`src/rpa_ram.sv`:
```
module rpa_ram #(
  parameter int unsigned WIDTH = 8,
  parameter int unsigned DEPTH = 16
) (
  input  logic                     clk_i,
  input  logic                     we_i,
  input  logic [$clog2(DEPTH)-1:0] waddr_i,
  input  logic [WIDTH-1:0]         wdata_i,
  input  logic [$clog2(DEPTH)-1:0] raddr_i,
  output logic [WIDTH-1:0]         rdata_o
);

  logic [WIDTH-1:0] mem [DEPTH];

  // One write port and one read port with registered read data.
  always_ff @(posedge clk_i) begin
    if (we_i) begin
      mem[waddr_i] <= wdata_i;
    end
    rdata_o <= mem[raddr_i];
  end

endmodule

```
`config.mk`:
```
export PLATFORM = sky130hd
export DESIGN_NAME = rpa_ram
export DESIGN_NICKNAME = d
export VERILOG_FILES = /design/src/rpa_ram.sv
export SDC_FILE = /design/constraint.sdc
export NUM_CORES = 1
export LEC_CHECK = 0
export ABC_CLOCK_PERIOD_IN_PS = 2400
export BUFFER_PORTS_ARGS = -buffer_cell sky130_fd_sc_hd__clkbuf_2
export CAP_MARGIN = 20
export CORE_MARGIN = 8
export CORE_UTILIZATION = 40
export CTS_CLUSTER_SIZE = 16
export DETAILED_ROUTE_END_ITERATION = 10
export PLACE_DENSITY = 0.6
export SYNTH_ARGS = -nofsm -noshare
export SYNTH_HDL_FRONTEND = slang
export SYNTH_SLANG_ARGS = --single-unit
```
`constraint.sdc`:
```
create_clock -name clk_i -period 2.4 [get_ports clk_i]
set_input_delay 0.24 -clock clk_i [delete_from_list [all_inputs] [get_ports clk_i]]
set_output_delay 0.24 -clock clk_i [all_outputs]
set_load 0.005 [all_outputs]
```
==> flow_summary_export.csv, run 1 <==
group,metric,value,unit
status,outcome,"completed",
placed_design,gp_congestion,0.678,
min_path,min_path_type,"in -> reg",
routing,ant_nets,0,
synthesis,yosys.area.top_type,"edfxtp_1",
clock_network,cts_max_level,4,
clock_network,root_buffer,"clkbuf_16",
global_routing,grt_pass1_vias,2606,
clock_network,clk_latency,0.41,ns
sta,period_share,0.572,
synthesis,synthArstFlopShare,0,
routing,wl,9750,um
routing,wl_per_cell,20.8,um
sta,slew_violations,0,
floorplan,core-area,12600,um2
worst_setup_path,end_kind,"register",
synthesis,synth_compound_area_frac,0.0233,
worst_setup_path,worstSetupPathType,"reg -> reg",
placed_design,io_buffers,25,
final_layout,syn_to_final_growth,20.0,%
floorplan,rows,41,
synthesis,yosysMostFrequentCell,"edfxtp_1",
global_routing,antenna_found_initial,0,
power,power_density,893,nW/um2
clock_network,clk_path_buf_depth,2,
sta,whs,0.265,ns
clock_network,cts_resized,0,
floorplan,initial_core_util,0.408,
synthesis,synthSimpleGateAreaFrac,0.0318,
synthesis,ys_warn_count,0,
worst_setup_path,cp_max_fo,1,
clock_network,clock-sinks,136,
synthesis,ys_top_cells_by_count,"128 x edfxtp_1, 18 x mux4_2, 16 x a22oi_1, 14 x mux4_1, 13 x nor2_1",
synthesis,netlist_instances,229,
synthesis,ys_types,19,
sta,slew_headroom,0.597,
synthesis,synth_edf_count,128,
floorplan,dieArea,16800,um2
placed_design,place_hpwl,6280,um
synthesis,synth_top_family_by_area,"multiplexers",
sta,tightest_slew,0.603,ns
routing,dr.pass1.iters,4,
final_layout,regArea,4000,um2
clock_network,post_cts_buffers,0,
final_layout,n_antenna_cell,0,
power,p_leak,2.12,nW
final_layout,fillerInstances,1025,
sta,setup_ws,1.03,ns
sta,rsz0062_at_grt,"false",
sta,hold_viol,0,
final_layout,nNetsFinal,301,
clock_network,cts_made_buffers,17,
flow_run,drv.max_cap_violation_count,0,
sta,finalSetupTns,0,ns
global_routing,grt_pass1_wl,15100,um
routing,drc,0,
clock_network,cts_tree,"done",
clock_network,cts_hold_buffers,0,
synthesis,synth_area_leaders,"edfxtp_1 75%, mux4_2 7.9%, mux4_1 7.1%",
synthesis,syn-num-nets,247,
power,power,5.51,mW
synthesis,synth-main-ff-cell,"edfxtp_1",
floorplan,chipWidth,129,um
synthesis,synth-xor-area-share,0,
global_routing,track_usage,0.127,
routing,vias,2397,
sta,max_freq,729,MHz
sta,period_minus_slack,1.37,ns
global_routing,grt.overflow.total,0,
final_layout,multi_input_area,1060,um2
worst_setup_path,worst_ep_arrival_time,1.66,ns
synthesis,synth.avg_cell_area,22.5,um2
power,irDropWorstVdd,0.506,mV
floorplan,ios,26,
floorplan,die_h,129,um
synthesis,synthAdderAreaFrac,0,
routing,drt-initial-drc-count,168,
clock_network,clk_pin_slew,0.06,ns
placed_design,place_ws,0.659,ns
sta,setup_viol,0,
sta,skew,0.00633,ns
final_layout,final_util,0.489,
synthesis,ys_ff_latch,136,
routing,vias_per_cell,5.12,
global_routing,grt_max_degree,33,
worst_setup_path,cp.required,2.69,ns
worst_setup_path,cp-start-kind,"register",
synthesis,syn_area,5150,um2
synthesis,yosysSeqAreaShare,0.778,
synthesis,muxShareOfSynthArea,0.150,
final_layout,drive_gt1_frac,0.318,
synthesis,synth_top_area_share,0.747,
per-layer routing:
layer	global-route usage	vias to the layer above	share of wire	wire length, um
met5	0	-	0	0
met4	0.0594	0	0.014	139
li1	-	1081	-	-
met3	0.0386	14	0.041	401
met2	0.217	61	0.52	5080
met1	0.143	1241	0.42	4130
cell families after synthesis:
| kind of cell | after synthesis |
|---|---|
| AOI/OAI and AO/OA | 16 |
| DFF | 136 |
| muxes | 32 |
| and+or+nand+nor | 35 |
| buffers and inverters | 10 |
power breakdown:
part | internal (mW) | switching, mW
clock | 1.72 | 0.887
combinational | 0.105 | 0.135
sequential | 2.66 | 0.0149
total | 4.48 | 1.04
cells in the final DEF, fill, tap and decap left out, types with 8 or more instances in the layout:
master,netlist,layout
nor2_1,13,13
buf_4,1,19
mux4_2,18,18
a22oi_1,16,16
dfxtp_1,8,8
nand2_1,9,9
edfxtp_1,128,128
mux4_1,14,14
clkbuf_2,0,25
clkbuf_16,0,17
final timing paths:
kind,start,end,slack [ns],depth (start not counted)
setup / recovery,mem[5][3],rdata_o[3],1.03,3
hold / removal,wdata_i[0],mem[7][0],0.26,1
setup reg to reg,mem[5][3],rdata_o[3],1.03,3
hold reg to reg,mem[14][2],rdata_o[2],0.66,3
sequential cells by signal, indices dropped and copies added, names as in the netlist:
register	count
rdata_o	8
mem	128
per-stage QoR:
stage	instances	cell area, um2
finish	468	6180
global route	468	6180
CTS	468	6180
detailed placement	436	5560
global placement	436	5560
floorplan	229	5150
critical path: stages, from the launching register on:
cell,delay (ns)
edfxtp_1,0.36
mux4_1,0.55
a22oi_1,0.26
nand2_1,0.08
final cells by class:
| cell class | count | area share |
|---|---|---|
| clock buffers | 25 | 0.0851 |
| clock inverters | 7 | 0.0142 |
| multi-input cells | 83 | 0.171 |
| flip-flops and latches | 136 | 0.648 |
| well taps | 172 | 0.0348 |
| repair buffers | 45 | 0.0466 |
Power figures use the tool's default switching activity.
==> inputs of run 2 (changes only) <==
ABC_AREA = 1   (was default)
ABC_CLOCK_PERIOD_IN_PS = 1300   (was 2400)
clock period = 1.3 ns   (was 2.4 ns; I/O delays follow)
==> run 2 against run 1 <==
Net effect:
- combinational power increased to 2.6 times the previous value
- sequential share of layout area decreased by 6.0 points
- critical path type is now reg -> out
- sequential power increased by 85%
- clock power increased by 89%
- register-to-register slack got worse by 0.76 ns
- hold slack got worse by 0.092 ns
- synthesized cell count increased by 140%
- non-clock buffer count increased by 6
- global-route usage increased by 2.1 points
- setup slack got worse by 0.77 ns
- clock skew increased by 0.00060 ns
- power increased by 90%
==> flow_summary_export.csv, run 2 <==
group,metric,value,unit
sta,tightest_slew,0.432,ns
power,power_density,1540,nW/um2
clock_network,clk_path_buf_depth,2,
worst_setup_path,cp_max_fo,1,
synthesis,netlist_instances,551,
global_routing,grt_max_degree,65,
floorplan,core-area,14300,um2
synthesis,synth-main-ff-cell,"edfxtp_1",
floorplan,die_h,136,um
routing,ant_nets,0,
worst_setup_path,critPathMaxStageDelay,0.37,ns
min_path,min_path_type,"in -> reg",
global_routing,grt_pass1_vias,3802,
sta,finalSetupTns,0,ns
worst_setup_path,cp-start-kind,"register",
placed_design,io_buffers,25,
final_layout,multi_input_area,1210,um2
routing,drt-initial-drc-count,335,
min_path,hold_start,"raddr_i[3]",
power,power,10.5,mW
power,p_comb_frac,0.059,
final_layout,syn_to_final_growth,18.1,%
synthesis,synth_area_leaders,"edfxtp_1 67%, nand2_1 11%, nand3_1 8.4%",
clock_network,post_cts_buffers,0,
worst_setup_path,cp-startpoint,"rdata_o[7]",
sta,hold_viol,0,
floorplan,chipWidth,136,um
synthesis,syn_area,5770,um2
clock_network,clock-sinks,136,
worst_setup_path,crit_chain,"clkbuf_2",
clock_network,cts_tree,"done",
worst_setup_path,worstRegToRegCells,6,
worst_setup_path,cp_top_family,"flip-flops",
power,power_frac_seq,0.472,
final_layout,top_register,"mem",
worst_setup_path,end_kind,"output port",
final_layout,final_cell_mix,"173 x nand2_1, 128 x edfxtp_1, 100 x inv_1",
global_routing,track_usage,0.148,
global_routing,grt.overflow.total,0,
min_path,hold_path_depth,4,
final_layout,regArea,4000,um2
synthesis,synth_edf_count,128,
sta,slew_violations,0,
synthesis,yosys.area.top_type,"edfxtp_1",
sta,skew,0.00693,ns
clock_network,cts_hold_buffers,0,
power,switching_share,0.209,
sta,max_freq,959,MHz
synthesis,synth_top_area_share,0.667,
final_layout,mostFrequentLayoutCell,"nand2_1",
final_layout,nNetsFinal,615,
flow_run,drv.max_cap_violation_count,0,
clock_network,clk_latency,0.41,ns
power,switchingPower,2.19,mW
worst_setup_path,timing.rr.end,"rdata_o[4]",
routing,vias,3766,
floorplan,initial_core_util,0.403,
status,outcome,"completed",
routing,drc,0,
synthesis,ys_top_cells_by_count,"173 x nand2_1, 128 x edfxtp_1, 100 x inv_1, 97 x nand3_1, 17 x nor2_1",
placed_design,gp_congestion,0.799,
floorplan,rows,44,
synthesis,syn-num-nets,569,
clock_network,cts_max_level,4,
final_layout,fillerInstances,1313,
final_layout,n_antenna_cell,0,
power,p_leak,2.97,nW
sta,slew_headroom,0.712,
sta,rsz0062_at_grt,"false",
routing,vias_per_cell,4.74,
routing,wl_per_cell,16.1,um
clock_network,clk_pin_slew,0.06,ns
synthesis,synth.avg_cell_area,10.5,um2
sta,setup_viol,0,
clock_network,root_buffer,"clkbuf_16",
routing,dr.pass1.iters,5,
placed_design,place_hpwl,8160,um
routing,wl,12800,um
power,irDropWorstVdd,0.864,mV
sta,period_share,0.802,
worst_setup_path,rrSetupSlack,0.27,ns
worst_setup_path,worstSetupPathType,"reg -> out",
min_path,hold_path_end,"rdata_o[2]",
final_layout,drive_gt1_frac,0.134,
floorplan,ios,26,
synthesis,ys_ff_latch,136,
synthesis,yosysMostFrequentCell,"nand2_1",
synthesis,ys_types,12,
synthesis,synthArstFlopShare,0,
worst_setup_path,r2r_start,"mem[11][4]",
global_routing,antenna_found_initial,0,
floorplan,dieArea,18500,um2
final_layout,reg_top3,"mem x128, rdata_o x8",
worst_setup_path,worst_ep_arrival_time,0.91,ns
global_routing,grt_pass1_wl,20500,um
sta,period_minus_slack,1.04,ns
clock_network,cts_made_buffers,17,
power,power.share.clock,0.470,
final_layout,largest_register_ff_count,128,
clock_network,cts_resized,0,
synthesis,yosysSeqAreaShare,0.694,
power,p_int,8.27,mW
worst_setup_path,crit_buf_inv,1,
synthesis,ys_warn_count,0,
worst_setup_path,cp.required,1.17,ns
worst_setup_path,crit_path_top_delay_cell,"dfxtp_1",
[run 2: cell count changes in the layout (fill, tap and decap cells not counted), moves of 7 or more]
cell,previous run,this run
clkbuf_8,7,0
mux4_1,14,0
nand2_1,9,173
inv_1,0,100
mux4_2,18,0
a22oi_1,16,0
nand3_1,1,97
[run 2: kinds of logic after synthesis]
kind of cell / share of synthesized area
buf+inv: 0.0952
simple gates: 0.210
flops: 0.694
[run 2: power by group through the flow]
stage                     combinational, mW  clock (mW)  sequential (mW)
after global placement                0.610           0             5.02
after CTS                             0.624        4.97             4.93
final                                 0.612        4.92             4.93
after detailed placement              0.621           0             5.02
after global routing                  0.689        5.16             4.94
after floorplan                       0.346           0             5.02
[run 2: worst max path at each step]
stage | endpoint | slack (ns) | cells after the start
finish | rdata_o[7] | 0.26 | 1
global route | rdata_o[7] | 0.16 | 6
CTS | rdata_o[7] | 0.22 | 1
detailed placement | rdata_o[4] | 0.08 | 7
global placement | rdata_o[4] | 0.11 | 7
floorplan | mem[10][0] | 0.22 | 2
[run 2: cell type report]
| class | count | share of cell area |
|---|---|---|
| sequential | 136 | 0.588 |
| multi-input combinational | 289 | 0.178 |
| clock buffer | 17 | 0.0625 |
| inverter | 102 | 0.0562 |
| timing repair buffer | 51 | 0.0544 |
| tap | 184 | 0.0338 |
| clock inverter | 15 | 0.0270 |
[run 2: through the flow]
stage          hold slack, ns  setup slack, ns  std cells  instance area [um2]   util
4_1_cts                 0.172            0.221        794                 6810  0.476
2_1_floorplan           0.229            0.219        551                 5770      -
6_report                0.173            0.257        794                 6810  0.476
5_1_grt                 0.175            0.156        794                 6810  0.476
3_3_place_gp            0.506            0.106        762                 6200  0.433
3_5_place_dp            0.503           0.0777        762                 6200  0.433
[run 2: routing by layer]
metal,GRT usage,vias to the layer above,wire [um]
met5,0,-,0
met1,0.183,1789,5520
met2,0.249,104,6260
met3,0.0329,10,821
li1,-,1863,-
met4,0.0574,0,158
==> inputs of run 3 (changes only) <==
ABC_AREA = 0   (was 1)
ABC_CLOCK_PERIOD_IN_PS = 900   (was 1300)
PLACE_DENSITY = 0.62   (was 0.6)
clock period = 0.9 ns   (was 1.3 ns; I/O delays follow)
==> run 3 against run 2 <==
Net effect:
- the flow now finishes with violations (negative setup slack)
- clock-buffer cell count is 1 higher
- sequential share of layout area up 1.2 points
- hold slack worse by 0.065 ns
- critical path depth grew 2
- global-route usage down 1.5 points
- flip-flop and latch count stayed put
- combinational power rose by 42%
- first-iteration DRC count down 56%
- critical path type is now reg -> reg
==> flow_summary_export.csv, run 3 (synthesis gave the netlist of run 1 again) <==
group,metric,value,unit
status,outcome,"finished, violations left",
status,violations,"negative setup slack",
worst_setup_path,timing.rr.end,"rdata_o[3]",
clock_network,cts_tree,"done",
floorplan,initial_core_util,0.408,
worst_setup_path,worstSetupPathType,"reg -> reg",
min_path,min_path_type,"in -> reg",
sta,period_minus_slack,1.32,ns
power,power,14.6,mW
worst_setup_path,worst_ep_arrival_time,1.59,ns
routing,drc,0,
placed_design,io_buffers,25,
final_layout,fin_area,6680,um2
clock_network,post_cts_buffers,0,
worst_setup_path,cp_max_fo,1,
worst_setup_path,cp.required,1.17,ns
routing,ant_nets,0,
worst_setup_path,r2r_start,"mem[0][3]",
sta,hold_viol,0,
final_layout,largest_register_ff_count,128,
power,irDropWorstVdd,1.74,mV
sta,whs,0.108,ns
sta,slew_headroom,0.406,
floorplan,core-area,12600,um2
global_routing,track_usage,0.134,
clock_network,clk_pin_slew,0.06,ns
sta,skew,0.0129,ns
routing,dr.pass1.iters,4,
global_routing,grt_pass1_vias,2690,
worst_setup_path,end_kind,"register",
clock_network,cts_hold_buffers,0,
flow_run,drv.max_cap_violation_count,0,
final_layout,fillerInstances,1008,
final_layout,final_util,0.530,
floorplan,dieArea,16800,um2
floorplan,rows,41,
floorplan,ios,26,
sta,setup_viol,14,
clock_network,clk_latency,0.41,ns
placed_design,gp_congestion,0.735,
sta,setup_ws,-0.424,ns
final_layout,n_antenna_cell,0,
global_routing,antenna_found_initial,0,
clock_network,clk_path_buf_depth,2,
global_routing,grt_pass1_wl,15800,um
power,p_leak,2.21,nW
clock_network,root_buffer,"clkbuf_16",
floorplan,die_h,129,um
routing,vias,2467,
sta,max_freq,755,MHz
clock_network,cts_made_buffers,17,
min_path,hold_path_end,"mem[0][5]",
global_routing,grt.overflow.total,0,
final_layout,final_cell_mix,"128 x edfxtp_1, 32 x mux4_2, 22 x clkbuf_2",
placed_design,place_hpwl,6820,um
sta,slew_violations,0,
clock_network,clock-sinks,136,
sta,tightest_slew,0.890,ns
final_layout,mostFrequentLayoutCell,"edfxtp_1",
final_layout,top_register,"mem",
routing,wl_per_cell,20.8,um
routing,vias_per_cell,5.06,
final_layout,reg_top3,"mem x128, rdata_o x8",
global_routing,grt_max_degree,17,
placed_design,place_area,6030,um2
routing,wl,10100,um
min_path,hold_path_depth,1,
worst_setup_path,rrSetupSlack,-0.42,ns
floorplan,chipWidth,129,um
final_layout,syn_to_final_growth,29.8,%
worst_setup_path,cp-start-kind,"register",
final_layout,nNetsFinal,321,
sta,period_share,1.47,
power,power_density,2190,nW/um2
final_layout,drive_gt1_frac,0.506,
clock_network,cts_max_level,4,
min_path,hold_start,"wdata_i[5]",
sta,rsz0062_at_grt,"true",
worst_setup_path,worstRegToRegCells,3,
routing,drt-initial-drc-count,146,
run 3: changes by cell type in the layout (fill, tap and decap cells not counted), sizes merged, moves of 2 or more:
cell,previous run,this run
nor2,17,13
nor3,0,4
mux4,0,32
buf,26,43
nand2,173,9
nand2b,0,2
a22oi,0,16
inv,102,3
nand3,97,1
clkinv,9,7
bufinv,4,2
clkbuf,42,40
run 3: per-stage QoR:
stage               TNS (ns)  std cells  worst slack (ns)
detailed placement    -42.54        456            -0.688
global route           -3.53        488            -0.445
CTS                    -3.15        488            -0.414
finish                 -2.84        488            -0.424
global placement      -41.34        456            -0.694
floorplan             -18.70        229            -0.293
run 3: where the power goes:
| part | switching, mW | leakage (nW) | internal, mW | total [mW] |
|---|---|---|---|---|
| Combinational | 0.437 | 0.713 | 0.433 | 0.870 |
| Sequential | 0.0534 | 1.22 | 7.09 | 7.14 |
| Clock | 2.54 | 0.276 | 4.09 | 6.63 |
run 3: layer usage:
layer  vias up  track usage  routed length, um
li1       1115            -                  -
met3         9       0.0440                386
met4         0       0.0499                104
met5         -            0                  0
met1      1297        0.174               4600
met2        46        0.205               5040
run 3: what timing repair did:
action / 4_1_cts / 5_1_grt
gates resized for setup: 12 / 9
pin swaps: 1 / 4
setup endpoints to repair: 16 / 24
run 3: area by class of cell:
| cell class | count | area (um2) | area share |
|---|---|---|---|
| multi-input cells | 83 | 1170 | 0.175 |
| clock inverters | 14 | 149 | 0.0223 |
| flip-flops and latches | 136 | 4010 | 0.600 |
| well taps | 172 | 215 | 0.0322 |
| repair buffers | 65 | 707 | 0.106 |
| clock buffers | 18 | 429 | 0.0642 |
run 3: critical path: stages, from the launching register on:
cell and delay, ns:
edfxtp_1 0.37, mux4_2 0.46, a22oi_1 0.24, nand2_2 0.12
run 3: worst max path at each step:
stage,endpoint,depth (start not counted),from
3_5_place_dp,rdata_o[3],6,raddr_i[0]
6_report,rdata_o[3],3,mem[0][3]
4_1_cts,rdata_o[3],3,mem[11][3]
2_1_floorplan,mem[0][0],2,waddr_i[2]
5_1_grt,rdata_o[3],3,mem[11][3]
3_3_place_gp,rdata_o[3],6,raddr_i[0]
